==> config.mk <==
export PLATFORM = sky130hd
export DESIGN_NAME = zoom_viewport_pan_clamp_flat
export DESIGN_NICKNAME = d
export VERILOG_FILES = /design/src/zvpc_pkg.sv /design/src/zvpc_if.sv /design/src/zoom_viewport_pan_clamp.sv /design/src/zvpc_div.sv /design/src/flat_wrapper.sv
export SDC_FILE = /design/constraint.sdc
export NUM_CORES = 2
export LEC_CHECK = 0
export BUFFER_PORTS_ARGS = -buffer_cell sky130_fd_sc_hd__buf_2
export CELL_PAD_IN_SITES_DETAIL_PLACEMENT = 0
export CELL_PAD_IN_SITES_GLOBAL_PLACEMENT = 1
export CORE_ASPECT_RATIO = 2
export CORE_MARGIN = 2
export CORE_UTILIZATION = 50
export CTS_BUF_LIST = sky130_fd_sc_hd__clkbuf_16
export DETAILED_ROUTE_END_ITERATION = 10
export PLACE_DENSITY = 0.85
export SLEW_MARGIN = 20
export SYNTH_ARGS = -nofsm -noshare
export SYNTH_HDL_FRONTEND = slang
export SYNTH_SLANG_ARGS = --single-unit
==> constraint.sdc <==
create_clock -name clk_i -period 7.9 [get_ports clk_i]
set_input_delay 0.79 -clock clk_i [delete_from_list [all_inputs] [get_ports clk_i]]
set_output_delay 0.79 -clock clk_i [all_outputs]
set_load 0.02 [all_outputs]
==> src/zvpc_pkg.sv <==
// Package for the zoomed viewport controller: constants, opcodes and register indexes.
package zvpc_pkg;

  localparam int unsigned CoordBitsDefault = 13;
  localparam int unsigned ZoomFracDefault  = 10;

  localparam int unsigned ZoomW  = 14;
  localparam int unsigned PointW = 14;
  localparam int unsigned SpanW  = 15;
  localparam int unsigned MapW   = 15;
  localparam int unsigned CfgIdxW  = 3;
  localparam int unsigned CfgDataW = 14;

  localparam logic [2:0] OpEnable  = 3'd0;
  localparam logic [2:0] OpPinch   = 3'd1;
  localparam logic [2:0] OpPan     = 3'd2;
  localparam logic [2:0] OpConvert = 3'd3;
  localparam logic [2:0] OpTap     = 3'd4;

  localparam logic [CfgIdxW-1:0] RegScreenW  = 3'd0;
  localparam logic [CfgIdxW-1:0] RegScreenH  = 3'd1;
  localparam logic [CfgIdxW-1:0] RegDiagonal = 3'd2;
  localparam logic [CfgIdxW-1:0] RegMinZoom  = 3'd3;
  localparam logic [CfgIdxW-1:0] RegMaxZoom  = 3'd4;
  localparam logic [CfgIdxW-1:0] RegStartZoom = 3'd5;
  localparam logic [CfgIdxW-1:0] RegHotBand  = 3'd6;

  localparam logic [1:0] AreaNone   = 2'd0;
  localparam logic [1:0] AreaBottom = 2'd1;
  localparam logic [1:0] AreaLeft   = 2'd2;
  localparam logic [1:0] AreaRight  = 2'd3;

  localparam logic [13:0] ResetStartZoom = 14'd2048;

endpackage

==> src/zvpc_if.sv <==
// Valid/ready channel interfaces for requests and results.
interface zvpc_req_if;
  logic        valid;
  logic        ready;
  logic [2:0]  operation;
  logic signed [13:0] point_x;
  logic signed [13:0] point_y;
  logic signed [14:0] pinch_span;
  modport source (output valid, operation, point_x, point_y, pinch_span, input ready);
  modport sink (input valid, operation, point_x, point_y, pinch_span, output ready);
endinterface

interface zvpc_res_if #(parameter int unsigned CoordBits = 13);
  logic                 valid;
  logic                 ready;
  logic [CoordBits-1:0] view_x;
  logic [CoordBits-1:0] view_y;
  logic [CoordBits-1:0] view_width;
  logic [CoordBits-1:0] view_height;
  logic [13:0]          zoom;
  logic signed [14:0]   mapped_x;
  logic signed [14:0]   mapped_y;
  logic [1:0]           hot_area;
  logic                 rejected;
  modport source (output valid, view_x, view_y, view_width, view_height, zoom,
                  mapped_x, mapped_y, hot_area, rejected, input ready);
  modport sink (input valid, view_x, view_y, view_width, view_height, zoom,
                mapped_x, mapped_y, hot_area, rejected, output ready);
endinterface

==> src/zoom_viewport_pan_clamp.sv <==
// Top level of the zoomed viewport controller with pan, pinch and clamping.
//
//   channel   | dir | handshake
//   req_if    | in  | valid/ready, one request per step
//   res_if    | out | valid/ready, one result per request
//   cfg_*     | in  | write enable, index, data; no stall
//
// A request is latched at its accepting edge. Each pass through the shared
// restoring divider holds the sequencer until the divider reports done.
// Enable divides for the window width and height, then places the window;
// pinch multiplies, divides and clamps the zoom first. Convert divides for
// both pointer axes. Pan, tap, unknown operations and refused pinches skip
// the divider. Reset clears the window and loads the start zoom. The request
// side is not ready while a step runs or a result waits to be taken.
module zoom_viewport_pan_clamp #(
  parameter int unsigned CoordBits = zvpc_pkg::CoordBitsDefault,
  parameter int unsigned ZoomFrac  = zvpc_pkg::ZoomFracDefault
) (
  input  logic clk_i,
  input  logic rst_ni,
  input  logic cfg_we_i,
  input  logic [zvpc_pkg::CfgIdxW-1:0]  cfg_idx_i,
  input  logic [zvpc_pkg::CfgDataW-1:0] cfg_data_i,
  zvpc_req_if.sink   req_if,
  zvpc_res_if.source res_if
);
  import zvpc_pkg::*;

  // The divider must hold the pinch product magnitude as well as the scaled
  // screen sizes and pointer magnitudes.
  localparam int unsigned ProdMagW = ZoomW + SpanW - 1;
  localparam int unsigned ScaledW = ((CoordBits > PointW) ? CoordBits : PointW) + ZoomFrac + 1;
  localparam int unsigned NumW = (ProdMagW > ScaledW) ? ProdMagW : ScaledW;
  localparam int unsigned WideW = NumW + 4;
  localparam int unsigned SumW = CoordBits + 4;

  localparam logic [3:0] StIdle   = 4'd0;
  localparam logic [3:0] StDivW   = 4'd1;
  localparam logic [3:0] StDivH   = 4'd2;
  localparam logic [3:0] StPlace  = 4'd3;
  localparam logic [3:0] StMul    = 4'd4;
  localparam logic [3:0] StDivZ   = 4'd5;
  localparam logic [3:0] StClampZ = 4'd6;
  localparam logic [3:0] StConvX  = 4'd7;
  localparam logic [3:0] StConvY  = 4'd8;
  localparam logic [3:0] StAnchor = 4'd9;
  localparam logic [3:0] StOut    = 4'd10;

  logic [3:0] st_q, st_d;
  logic       dwait_q, dwait_d;

  logic [CoordBits-1:0] scr_w_q, scr_h_q, band_q;
  logic [13:0] diag_q, minz_q, maxz_q;

  logic [CoordBits-1:0] sx_q, sx_d, sy_q, sy_d, sw_q, sw_d, sh_q, sh_d;
  logic [CoordBits-1:0] ax_q, ax_d, ay_q, ay_d;
  logic [ZoomW-1:0] zoom_q, zoom_d;

  logic [2:0] op_q, op_d;
  logic signed [PointW-1:0] px_q, px_d, py_q, py_d;
  logic signed [SpanW-1:0] span_q, span_d;
  logic signed [29:0] prod_q, prod_d;

  logic [CoordBits-1:0] ovx_q, ovx_d, ovy_q, ovy_d, ovw_q, ovw_d, ovh_q, ovh_d;
  logic [ZoomW-1:0] oz_q, oz_d;
  logic signed [MapW-1:0] omx_q, omx_d, omy_q, omy_d;
  logic [1:0] oarea_q, oarea_d;
  logic orej_q, orej_d;
  logic ovalid_q, ovalid_d;

  logic div_start;
  logic [NumW-1:0] div_num;
  logic [15:0] div_den;
  logic div_done;
  logic [NumW-1:0] div_quot;

  zvpc_div #(.NumW(NumW), .DenW(16)) u_div (
    .clk_i, .rst_ni, .start_i(div_start), .num_i(div_num), .den_i(div_den),
    .done_o(div_done), .quot_o(div_quot)
  );

  // Configuration registers.
  always_ff @(posedge clk_i or negedge rst_ni) begin
    if (!rst_ni) begin
      scr_w_q  <= CoordBits'(1920);
      scr_h_q  <= CoordBits'(1080);
      diag_q   <= 14'd2203;
      minz_q   <= 14'd1024;
      maxz_q   <= 14'd5120;
      band_q   <= CoordBits'(100);
    end else if (cfg_we_i) begin
      case (cfg_idx_i)
        RegScreenW:   scr_w_q  <= CoordBits'(cfg_data_i[12:0]);
        RegScreenH:   scr_h_q  <= CoordBits'(cfg_data_i[12:0]);
        RegDiagonal:  diag_q   <= cfg_data_i;
        RegMinZoom:   minz_q   <= cfg_data_i;
        RegMaxZoom:   maxz_q   <= cfg_data_i;
        // A write to the start zoom is dropped, and reset always loads the constant
        // ResetStartZoom, so such a write is never seen.
        RegStartZoom: ;
        RegHotBand:   band_q   <= CoordBits'(cfg_data_i[12:0]);
        default: ;
      endcase
    end
  end

  // Helpers that clamp and saturate wide values.
  function automatic logic [CoordBits-1:0] clamp_pos(input logic signed [SumW-1:0] p,
                                                      input logic [CoordBits-1:0] sz,
                                                      input logic [CoordBits-1:0] scr);
    logic signed [SumW-1:0] lim;
    logic signed [SumW-1:0] r;
    lim = $signed({4'd0, scr}) - $signed({4'd0, sz});
    r = p;
    if (r < 0) r = '0;
    if (r > lim) r = lim;
    if (r < 0) r = '0;
    return r[CoordBits-1:0];
  endfunction

  function automatic logic signed [MapW-1:0] sat15(input logic signed [WideW-1:0] v);
    if (v > WideW'(16383)) return 15'sd16383;
    if (v < -$signed(WideW'(16384))) return -15'sd16384;
    return v[MapW-1:0];
  endfunction

  function automatic logic [CoordBits-1:0] satsize(input logic [NumW-1:0] q,
                                                   input logic [CoordBits-1:0] scr);
    if (q > NumW'(scr)) return scr;
    return q[CoordBits-1:0];
  endfunction

  logic signed [PointW-1:0] conv_pt;
  logic conv_neg;
  logic [PointW-1:0] conv_mag;
  logic signed [SumW-1:0] ctr_x, ctr_y;
  logic [NumW-1:0] qmag;
  logic signed [WideW-1:0] qs;
  logic [29:0] prod_mag;
  logic signed [WideW-1:0] ztmp;
  logic signed [SumW-1:0] h_s, w_s, b_s, pxs, pys;

  always_comb begin
    st_d = st_q; dwait_d = 1'b0;
    sx_d = sx_q; sy_d = sy_q; sw_d = sw_q; sh_d = sh_q;
    ax_d = ax_q; ay_d = ay_q; zoom_d = zoom_q;
    op_d = op_q; px_d = px_q; py_d = py_q; span_d = span_q; prod_d = prod_q;
    ovx_d = ovx_q; ovy_d = ovy_q; ovw_d = ovw_q; ovh_d = ovh_q; oz_d = oz_q;
    omx_d = omx_q; omy_d = omy_q; oarea_d = oarea_q; orej_d = orej_q;
    ovalid_d = ovalid_q;
    div_start = 1'b0; div_num = '0; div_den = '0;
    conv_pt = (st_q == StConvX) ? px_q : py_q;
    conv_neg = conv_pt[PointW-1];
    conv_mag = conv_neg ? PointW'(-conv_pt) : PointW'(conv_pt);
    ctr_x = (op_q == OpEnable) ? SumW'(px_q) : $signed({4'd0, ax_q});
    ctr_y = (op_q == OpEnable) ? SumW'(py_q) : $signed({4'd0, ay_q});
    prod_mag = prod_q[29] ? 30'(-prod_q) : 30'(prod_q);
    qmag = div_quot;
    qs = '0;
    ztmp = '0;
    h_s = $signed({4'd0, scr_h_q});
    w_s = $signed({4'd0, scr_w_q});
    b_s = $signed({4'd0, band_q});
    pxs = SumW'(px_q);
    pys = SumW'(py_q);

    if (res_if.ready) ovalid_d = 1'b0;

    case (st_q)
      StIdle: begin
        if (req_if.valid && !ovalid_q) begin
          op_d = req_if.operation; px_d = req_if.point_x; py_d = req_if.point_y;
          span_d = req_if.pinch_span;
          omx_d = '0; omy_d = '0; oarea_d = AreaNone; orej_d = 1'b0;
          case (req_if.operation)
            OpEnable: st_d = StDivW;
            OpPinch: begin
              if (scr_w_q == '0 || scr_h_q == '0 || diag_q == '0) begin
                orej_d = 1'b1; st_d = StOut;
              end else st_d = StMul;
            end
            OpPan: begin
              sx_d = clamp_pos($signed({4'd0, sx_q}) - SumW'(req_if.point_x), sw_q, scr_w_q);
              sy_d = clamp_pos($signed({4'd0, sy_q}) - SumW'(req_if.point_y), sh_q, scr_h_q);
              st_d = StAnchor;
            end
            OpConvert: st_d = (zoom_q == '0) ? StOut : StConvX;
            OpTap: st_d = StPlace;
            default: st_d = StOut;
          endcase
        end
      end
      StMul: begin
        prod_d = $signed({1'b0, zoom_q}) * span_q;
        st_d = StDivZ;
      end
      StDivZ: begin
        if (!dwait_q) begin
          div_start = 1'b1; div_num = NumW'(prod_mag); div_den = 16'(diag_q);
          dwait_d = 1'b1;
        end else if (div_done) begin
          st_d = StClampZ;
        end else dwait_d = 1'b1;
      end
      StClampZ: begin
        qs = prod_q[29] ? -$signed({4'd0, qmag}) : $signed({4'd0, qmag});
        ztmp = $signed(WideW'(zoom_q)) + qs;
        if (ztmp > $signed(WideW'(maxz_q))) ztmp = $signed(WideW'(maxz_q));
        if (ztmp < $signed(WideW'(minz_q))) ztmp = $signed(WideW'(minz_q));
        zoom_d = ztmp[ZoomW-1:0];
        st_d = StDivW;
      end
      StDivW, StDivH: begin
        if (zoom_q == '0) begin
          sw_d = scr_w_q; sh_d = scr_h_q; st_d = StPlace;
        end else if (!dwait_q) begin
          div_start = 1'b1;
          div_num = NumW'({(st_q == StDivW) ? scr_w_q : scr_h_q, ZoomFrac'(0)});
          div_den = 16'(zoom_q);
          dwait_d = 1'b1;
        end else if (div_done) begin
          if (st_q == StDivW) begin
            sw_d = satsize(qmag, scr_w_q); st_d = StDivH;
          end else begin
            sh_d = satsize(qmag, scr_h_q); st_d = StPlace;
          end
        end else dwait_d = 1'b1;
      end
      StPlace: begin
        if (op_q == OpTap) begin
          omx_d = MapW'(px_q); omy_d = MapW'(py_q);
          if (pys <= h_s && pys >= h_s - b_s) begin
            oarea_d = AreaBottom;
            omy_d = sat15(WideW'(pys + h_s - $signed({4'd0, sy_q}) - $signed({4'd0, sh_q})));
          end else if (pxs >= 0 && pxs <= b_s) begin
            oarea_d = AreaLeft;
            omx_d = sat15(WideW'(pxs - $signed({4'd0, sx_q})));
          end else if (pxs >= w_s - b_s && pxs <= w_s) begin
            oarea_d = AreaRight;
            omx_d = sat15(WideW'(pxs + w_s - $signed({4'd0, sx_q}) - $signed({4'd0, sw_q})));
          end
          st_d = StOut;
        end else begin
          sx_d = clamp_pos(ctr_x - $signed({4'd0, sw_q >> 1}), sw_q, scr_w_q);
          sy_d = clamp_pos(ctr_y - $signed({4'd0, sh_q >> 1}), sh_q, scr_h_q);
          st_d = StAnchor;
        end
      end
      StConvX, StConvY: begin
        if (!dwait_q) begin
          div_start = 1'b1;
          div_num = NumW'({conv_mag, ZoomFrac'(0)});
          div_den = 16'(zoom_q);
          dwait_d = 1'b1;
        end else if (div_done) begin
          qs = conv_neg ? -$signed({4'd0, qmag}) : $signed({4'd0, qmag});
          if (st_q == StConvX) begin
            omx_d = sat15($signed(WideW'(sx_q)) + qs); st_d = StConvY;
          end else begin
            omy_d = sat15($signed(WideW'(sy_q)) + qs); st_d = StOut;
          end
        end else dwait_d = 1'b1;
      end
      StAnchor: begin
        ax_d = sx_q + (sw_q >> 1);
        ay_d = sy_q + (sh_q >> 1);
        st_d = StOut;
      end
      StOut: begin
        ovx_d = sx_q; ovy_d = sy_q; ovw_d = sw_q; ovh_d = sh_q; oz_d = zoom_q;
        ovalid_d = 1'b1;
        st_d = StIdle;
      end
      default: st_d = StIdle;
    endcase
  end

  always_ff @(posedge clk_i or negedge rst_ni) begin
    if (!rst_ni) begin
      st_q <= StIdle; dwait_q <= 1'b0; ovalid_q <= 1'b0;
      sx_q <= '0; sy_q <= '0; sw_q <= '0; sh_q <= '0; ax_q <= '0; ay_q <= '0;
      zoom_q <= ResetStartZoom;
    end else begin
      st_q <= st_d; dwait_q <= dwait_d; ovalid_q <= ovalid_d;
      sx_q <= sx_d; sy_q <= sy_d; sw_q <= sw_d; sh_q <= sh_d;
      ax_q <= ax_d; ay_q <= ay_d; zoom_q <= zoom_d;
    end
  end

  always_ff @(posedge clk_i) begin
    op_q <= op_d; px_q <= px_d; py_q <= py_d; span_q <= span_d; prod_q <= prod_d;
    ovx_q <= ovx_d; ovy_q <= ovy_d; ovw_q <= ovw_d; ovh_q <= ovh_d; oz_q <= oz_d;
    omx_q <= omx_d; omy_q <= omy_d; oarea_q <= oarea_d; orej_q <= orej_d;
  end

  assign req_if.ready = (st_q == StIdle) && !ovalid_q;
  assign res_if.valid = ovalid_q;
  assign res_if.view_x = ovx_q;
  assign res_if.view_y = ovy_q;
  assign res_if.view_width = ovw_q;
  assign res_if.view_height = ovh_q;
  assign res_if.zoom = oz_q;
  assign res_if.mapped_x = omx_q;
  assign res_if.mapped_y = omy_q;
  assign res_if.hot_area = oarea_q;
  assign res_if.rejected = orej_q;

`ifndef SYNTHESIS
  a_no_req_busy: assert property (@(posedge clk_i) disable iff (!rst_ni)
    (st_q != StIdle) |-> !req_if.ready) else $error("request taken while busy");
  a_out_held: assert property (@(posedge clk_i) disable iff (!rst_ni)
    (res_if.valid && !res_if.ready) |=> res_if.valid) else $error("result dropped");
  a_rej_only_pinch: assert property (@(posedge clk_i) disable iff (!rst_ni)
    res_if.rejected |-> (op_q == OpPinch)) else $error("reject outside pinch");
  a_zoom_pinch_only: assert property (@(posedge clk_i) disable iff (!rst_ni)
    (zoom_q != $past(zoom_q)) |-> ($past(st_q) == StClampZ)) else $error("zoom changed");
`endif
endmodule

==> src/zvpc_div.sv <==
// Shared restoring divider: unsigned quotient, one bit per cycle.
module zvpc_div #(
  parameter int unsigned NumW = 32,
  parameter int unsigned DenW = 16
) (
  input  logic            clk_i,
  input  logic            rst_ni,
  input  logic            start_i,
  input  logic [NumW-1:0] num_i,
  input  logic [DenW-1:0] den_i,
  output logic            done_o,
  output logic [NumW-1:0] quot_o
);
  localparam int unsigned CntW = $clog2(NumW + 1);

  logic [NumW-1:0] quot_q, quot_d;
  logic [DenW:0]   rem_q, rem_d;
  logic [DenW-1:0] den_q, den_d;
  logic [CntW-1:0] cnt_q, cnt_d;
  logic            busy_q, busy_d;
  logic            done_q, done_d;
  logic [DenW:0]   trial;
  logic [DenW:0]   diff;

  always_comb begin
    quot_d = quot_q;
    rem_d  = rem_q;
    den_d  = den_q;
    cnt_d  = cnt_q;
    busy_d = busy_q;
    done_d = 1'b0;
    trial  = {rem_q[DenW-1:0], quot_q[NumW-1]};
    diff   = trial - {1'b0, den_q};
    if (start_i) begin
      quot_d = num_i;
      rem_d  = '0;
      den_d  = den_i;
      cnt_d  = CntW'(NumW);
      busy_d = 1'b1;
    end else if (busy_q) begin
      if (trial >= {1'b0, den_q}) begin
        rem_d  = diff;
        quot_d = {quot_q[NumW-2:0], 1'b1};
      end else begin
        rem_d  = trial;
        quot_d = {quot_q[NumW-2:0], 1'b0};
      end
      cnt_d = cnt_q - 1'b1;
      if (cnt_q == CntW'(1)) begin
        busy_d = 1'b0;
        done_d = 1'b1;
      end
    end
  end

  always_ff @(posedge clk_i or negedge rst_ni) begin
    if (!rst_ni) begin
      busy_q <= 1'b0;
      done_q <= 1'b0;
      cnt_q  <= '0;
    end else begin
      busy_q <= busy_d;
      done_q <= done_d;
      cnt_q  <= cnt_d;
    end
  end

  always_ff @(posedge clk_i) begin
    quot_q <= quot_d;
    rem_q  <= rem_d;
    den_q  <= den_d;
  end

  assign done_o = done_q;
  assign quot_o = quot_q;

`ifndef SYNTHESIS
  a_done_after_busy: assert property (@(posedge clk_i) disable iff (!rst_ni)
    done_q |-> !busy_q) else $error("divider done while busy");
  a_cnt_zero_idle: assert property (@(posedge clk_i) disable iff (!rst_ni)
    (!busy_q && !start_i) |=> !busy_q) else $error("divider started without request");
  a_done_pulse: assert property (@(posedge clk_i) disable iff (!rst_ni)
    done_q |=> !done_q) else $error("divider done held");
`endif
endmodule
==> src/flat_wrapper.sv <==
// flat-port wrapper written by rule: the top's interface ports become plain ports
module zoom_viewport_pan_clamp_flat import zvpc_pkg::*;
#(
  parameter int unsigned CoordBits = zvpc_pkg::CoordBitsDefault,
  parameter int unsigned ZoomFrac  = zvpc_pkg::ZoomFracDefault
)
  (clk_i, rst_ni, cfg_we_i, cfg_idx_i, cfg_data_i, req_if_valid, req_if_operation, req_if_point_x, req_if_point_y, req_if_pinch_span, req_if_ready, res_if_valid, res_if_view_x, res_if_view_y, res_if_view_width, res_if_view_height, res_if_zoom, res_if_mapped_x, res_if_mapped_y, res_if_hot_area, res_if_rejected, res_if_ready);
  zvpc_req_if req_if_i ();
  zvpc_res_if #(.CoordBits(CoordBits)) res_if_i ();
  input  logic clk_i;
  input  logic rst_ni;
  input  logic cfg_we_i;
  input  logic [zvpc_pkg::CfgIdxW-1:0] cfg_idx_i;
  input  logic [zvpc_pkg::CfgDataW-1:0] cfg_data_i;
  input wire logic [$bits(req_if_i.valid)-1:0] req_if_valid;
  input wire logic [$bits(req_if_i.operation)-1:0] req_if_operation;
  input wire logic [$bits(req_if_i.point_x)-1:0] req_if_point_x;
  input wire logic [$bits(req_if_i.point_y)-1:0] req_if_point_y;
  input wire logic [$bits(req_if_i.pinch_span)-1:0] req_if_pinch_span;
  output wire logic [$bits(req_if_i.ready)-1:0] req_if_ready;
  output wire logic [$bits(res_if_i.valid)-1:0] res_if_valid;
  output wire logic [$bits(res_if_i.view_x)-1:0] res_if_view_x;
  output wire logic [$bits(res_if_i.view_y)-1:0] res_if_view_y;
  output wire logic [$bits(res_if_i.view_width)-1:0] res_if_view_width;
  output wire logic [$bits(res_if_i.view_height)-1:0] res_if_view_height;
  output wire logic [$bits(res_if_i.zoom)-1:0] res_if_zoom;
  output wire logic [$bits(res_if_i.mapped_x)-1:0] res_if_mapped_x;
  output wire logic [$bits(res_if_i.mapped_y)-1:0] res_if_mapped_y;
  output wire logic [$bits(res_if_i.hot_area)-1:0] res_if_hot_area;
  output wire logic [$bits(res_if_i.rejected)-1:0] res_if_rejected;
  input wire logic [$bits(res_if_i.ready)-1:0] res_if_ready;
  assign req_if_i.valid = req_if_valid;
  assign req_if_i.operation = req_if_operation;
  assign req_if_i.point_x = req_if_point_x;
  assign req_if_i.point_y = req_if_point_y;
  assign req_if_i.pinch_span = req_if_pinch_span;
  assign req_if_ready = req_if_i.ready;
  assign res_if_valid = res_if_i.valid;
  assign res_if_view_x = res_if_i.view_x;
  assign res_if_view_y = res_if_i.view_y;
  assign res_if_view_width = res_if_i.view_width;
  assign res_if_view_height = res_if_i.view_height;
  assign res_if_zoom = res_if_i.zoom;
  assign res_if_mapped_x = res_if_i.mapped_x;
  assign res_if_mapped_y = res_if_i.mapped_y;
  assign res_if_hot_area = res_if_i.hot_area;
  assign res_if_rejected = res_if_i.rejected;
  assign res_if_i.ready = res_if_ready;
  zoom_viewport_pan_clamp #(.CoordBits(CoordBits), .ZoomFrac(ZoomFrac)) u_core (.clk_i(clk_i), .rst_ni(rst_ni), .cfg_we_i(cfg_we_i), .cfg_idx_i(cfg_idx_i), .cfg_data_i(cfg_data_i), .req_if(req_if_i), .res_if(res_if_i));
endmodule
==> results.txt <==
The number of different library cells used by synthesis comes to 92. In the final design database the tool counted 6026 nets. Yosys attributes the largest share of cell area to sky130_fd_sc_hd__ha_1 16%, sky130_fd_sc_hd__edfxtp_1 15%, sky130_fd_sc_hd__dfrtp_1 9.3%.

The insertion delay to the later sink of the worst-skew pair is 0.66 ns. For this design, the slowest cell found on the critical path is sky130_fd_sc_hd__dfrtp_1. Setup violations remaining at the end of the flow were counted as 0. Data arrives at the worst endpoint at 8.12 ns. Each instance of the synthesized netlist takes up on average 8.791 µm². The H-tree was split into 2 levels.

Counting flops and latches in the post-synthesis netlist gives 418. The cell area after synthesis was 44290 µm². Setup repair after global routing left no endpoint under its margin. The congestion estimate from routability-driven global placement came to 0.9919. The hold violation total from the final report is 0, and the number of search-and-repair iterations in the first detailed-routing pass is 6. For this design, the sink count on the clock tree is 418. Cell class contributing the biggest share of worst-path delay: adder cells. The post-route netlist has 10.84% of its cells at a drive strength greater than 1. The first global-routing pass estimated 252300 µm of wire. Worst relative slew slack: 21.73%. The horizontal die dimension is 214.5 µm, and the starting density of the core is 50.41%. The floorplan has 154 rows.

The filler cells instantiated in the layout total 8357. During placement, the flow inserted port buffers numbering 168. The slew at the pin closest to its max-slew limit was 1.166 ns. The share of flip-flops with an asynchronous set or reset came out at 44.50%.

The flow ran to the end, and the final reports show no timing, DRC or antenna violations. Compared with the post-synthesis result, the final layout area differs by 10.10%. Across all layers, the routed design uses 39.42k vias. In this run the biggest area consumer among cell types represents 15.54% of the synthesized area. For this run, the register share of the synthesized area comes to 25.94%. In the routed layout, each cell is associated on average with a via count of 6.137. The total overflow left after global routing is 0. Longest individual stage delay on the worst path: 1.07 ns. After detailed routing, the number of remaining DRC violations is 0. For this block, the routed nets add up to 170600 µm of wire. Including well taps, the total number of placed cells is 6327. The synthesized design contains 216 enable-type register cells.

The post-detailed-route count of antenna-violating nets is 0, and the worst slack on hold paths is 0.2021 ns. Height of the chip: 424.9 µm. The initial antenna violation count was 7.

The average detailed-routed wire length per instance works out to 26.55 µm. The worst setup path is captured at a flop. After routing the design area is 48760 µm².

The post-place instance area is 47050 µm². TritonCTS built the clock tree. Across the run, the number of max-cap violations was 0.

The run gives 46 as the CTS buffer count. The largest clock skew in the final design is 0.02827 ns, and the maximum buffer depth of the clock tree is 3. Global routing used 37.51% of the available tracks. Counting both buffers and inverters, the worst setup path holds a total of 4. The tools report the area of the placeable core as 87860 µm². The main flop type after synthesis was sky130_fd_sc_hd__edfxtp_1. Before CTS, the worst setup slack after placement is -0.2680 ns. The critical path is of the flop to flop type.

The tools report the final non-filler cell total as 6423. The portion of the clock cycle consumed by the worst path in the final layout was 97.87%. The shortest period the worst path allows was 7.732 ns. Number of top-level pins: 169.

The starting DRC count in detailed routing is 2611, and the yosys synthesis warning count is 0. Entering global routing, the biggest net connects 101 pins. The die area is 91120 µm², and the number of standard cells after synthesis is 5038.

Across all setup checks in the final design, the least slack found is 0.1679 ns. Along the worst path, the maximum fanout reaches 20. STA puts the critical path data required time at 8.29 ns. The tools report the final count of pins violating max slew as 0. Walking the worst path, the cells encountered are nand2_1 > fa_1 > inv_1 > fa_1 > ha_1 > ha_1 > inv_1 > fa_1 > fa_1 > inv_1 > ha_1 > a21oi_1 > o21bai_1 > a21o_1 > a21oi_1 > o21ai_0 > o41ai_1 > buf_4 > o2111ai_1 > a41o_1 > a21o_1 > a21oi_1 > a21oi_1 > xor2_1. The maximum clock rate is 129.3 MHz. The root cell of the clock tree is sky130_fd_sc_hd__clkbuf_16. The tightest min-delay check is of the primary input to async pin type. After clock tree synthesis, the clock-pin slew on the worst setup and hold paths is 0.07 ns. Critical path launch point type: a flop.

Via count of the first global-routing pass: 41.12k. The cell accounting for the most synthesized area is sky130_fd_sc_hd__ha_1. Once detailed placement completed, the half-perimeter wirelength came to 135700 µm.
-- per-layer routing --
metal	global-route usage, %	wire, µm
met5	0	41
met4	38.66	20880
met3	6.638	9006
met2	68.45	87220
met1	33.91	53410
-- path summary, 6_finish.rpt --
kind	startpoint	end	slack, ns	depth (start not counted)
worst max-delay path	u_core.zoom_q[4]$_DFFE_PN0P_	u_core.prod_q[26]$_DFFE_PP_	0.17	24
worst min-delay path	rst_ni	u_core.minz_q[0]$_DFFE_PN0P_	0.20	1
worst max register to register	u_core.zoom_q[4]$_DFFE_PN0P_	u_core.prod_q[26]$_DFFE_PP_	0.17	24
worst min register to register	u_core.ax_q[8]$_DFFE_PN0N_	u_core.ax_q[8]$_DFFE_PN0N_	0.48	2
max in group asynchronous	rst_ni	u_core.res_if.valid$_DFFE_PN0P_	6.34	2
min in group clk_i	req_if_pinch_span[14]	u_core.span_q[14]$_DFFE_PP_	0.32	1
-- kinds of logic after synthesis --
| kind of cell | share of synthesized area (%) |
|---|---|
| compound gates | 16.90 |
| xor+xnor | 5.972 |
| fa+ha+maj | 24.49 |
| buf+inv | 6.393 |
| flops | 25.94 |
| mux | 3.839 |
| other cells | 0.008467 |
| simple gates | 16.46 |
-- cells in the mapped netlist (40+ instances only) --
cell                       number
sky130_fd_sc_hd__nand2_1      541
sky130_fd_sc_hd__a21boi_0      40
sky130_fd_sc_hd__a21o_1        87
sky130_fd_sc_hd__edfxtp_1     216
sky130_fd_sc_hd__nor2_1       297
sky130_fd_sc_hd__fa_1         198
sky130_fd_sc_hd__o21a_1        53
sky130_fd_sc_hd__nand2b_1      71
sky130_fd_sc_hd__xnor2_1      197
sky130_fd_sc_hd__xor2_1       105
sky130_fd_sc_hd__o31ai_1       42
sky130_fd_sc_hd__mux2_2        59
sky130_fd_sc_hd__nor3_1        95
sky130_fd_sc_hd__and2_1       101
sky130_fd_sc_hd__nand3_1       93
sky130_fd_sc_hd__mux2i_1       90
sky130_fd_sc_hd__dfrtp_1      165
sky130_fd_sc_hd__inv_1        546
sky130_fd_sc_hd__ha_1         550
sky130_fd_sc_hd__o211ai_1      41
sky130_fd_sc_hd__nand4_1       65
sky130_fd_sc_hd__a21oi_1      262
sky130_fd_sc_hd__clkbuf_1     178
sky130_fd_sc_hd__o21ai_0      325
sky130_fd_sc_hd__nor2b_1       70
-- per-stage QoR --
step                      utilization, %  TNS (ns)
after floorplan                        -         0
after global routing               55.49         0
final                              55.50         0
after CTS                          55.38         0
after global placement             53.53    -6.468
after detailed placement           53.55    -3.038
-- sequential cells by signal (all words and copies together) (netlist names), 14 cells and up --
| signal | cells |
|---|---|
| u_core.diag_q | 14 |
| u_core.maxz_q | 14 |
| u_core.minz_q | 14 |
| u_core.prod_q | 29 |
| u_core.px_q | 14 |
| u_core.py_q | 14 |
| u_core.res_if.mapped_x | 15 |
| u_core.res_if.mapped_y | 15 |
| u_core.res_if.zoom | 14 |
| u_core.span_q | 15 |
| u_core.u_div.den_q | 14 |
| u_core.u_div.quot_o | 28 |
| u_core.u_div.rem_q | 16 |
| u_core.zoom_q | 14 |
-- repair_timing --
item | 4_1_cts | 5_1_grt
hold buffers | 0 | 0
gates resized for setup | 1 | 8
pin swaps | 1 | 2
cloned | 0 | 0
endpoints found under the setup margin | 13 | 25
setup buffers | 2 | 3
-- cell type report --
type | instances | area [µm²] | share of cell area [%]
Sequential cell | 418 | 11490 | 23.56
Tap cell | 1170 | 1464 | 3.002
Inverter | 549 | 2061 | 4.226
Multi-Input combinational cell | 3876 | 30130 | 61.79
Clock inverter | 33 | 260.3 | 0.5337
Timing Repair Buffer | 319 | 2021 | 4.144
Antenna cell | 5 | 12.51 | 0.02566
Clock buffer | 53 | 1326 | 2.720
-- placed cells by master (no fill, tap or decap), types with 21 or more instances in the layout --
| cell | netlist | layout |
|---|---|---|
| sky130_fd_sc_hd__a21o_1 | 87 | 87 |
| sky130_fd_sc_hd__o21a_1 | 53 | 53 |
| sky130_fd_sc_hd__xor2_1 | 105 | 105 |
| sky130_fd_sc_hd__a21boi_0 | 40 | 40 |
| sky130_fd_sc_hd__nand3_1 | 93 | 93 |
| sky130_fd_sc_hd__inv_1 | 546 | 553 |
| sky130_fd_sc_hd__nand2_1 | 541 | 541 |
| sky130_fd_sc_hd__o211ai_1 | 41 | 41 |
| sky130_fd_sc_hd__o21ai_0 | 325 | 324 |
| sky130_fd_sc_hd__clkbuf_16 | 0 | 53 |
| sky130_fd_sc_hd__a221o_1 | 25 | 25 |
| sky130_fd_sc_hd__nand4_1 | 65 | 65 |
| sky130_fd_sc_hd__mux2i_1 | 90 | 89 |
| sky130_fd_sc_hd__nor3_1 | 95 | 91 |
| sky130_fd_sc_hd__buf_4 | 1 | 148 |
| sky130_fd_sc_hd__fa_1 | 198 | 198 |
| sky130_fd_sc_hd__nor2b_1 | 70 | 70 |
| sky130_fd_sc_hd__or2_2 | 31 | 31 |
| sky130_fd_sc_hd__o31ai_1 | 42 | 41 |
| sky130_fd_sc_hd__buf_2 | 7 | 167 |
| sky130_fd_sc_hd__a21oi_1 | 262 | 259 |
| sky130_fd_sc_hd__o21bai_1 | 30 | 30 |
| sky130_fd_sc_hd__ha_1 | 550 | 550 |
| sky130_fd_sc_hd__a31oi_1 | 26 | 26 |
| sky130_fd_sc_hd__a22o_1 | 23 | 23 |
| sky130_fd_sc_hd__xnor2_1 | 197 | 196 |
| sky130_fd_sc_hd__dfrtp_1 | 165 | 165 |
| sky130_fd_sc_hd__a211oi_1 | 27 | 24 |
| sky130_fd_sc_hd__nor2_1 | 297 | 291 |
| sky130_fd_sc_hd__mux2_2 | 59 | 59 |
| sky130_fd_sc_hd__nand2b_1 | 71 | 71 |
| sky130_fd_sc_hd__nor4_1 | 39 | 35 |
| sky130_fd_sc_hd__and2_1 | 101 | 101 |
| sky130_fd_sc_hd__o221ai_1 | 24 | 24 |
| sky130_fd_sc_hd__or3_1 | 35 | 34 |
| sky130_fd_sc_hd__edfxtp_1 | 216 | 216 |
| sky130_fd_sc_hd__dfstp_2 | 21 | 21 |
Power is not shown: default switching activity piles up to over one toggle a cycle in this logic, so the estimate is an artifact.
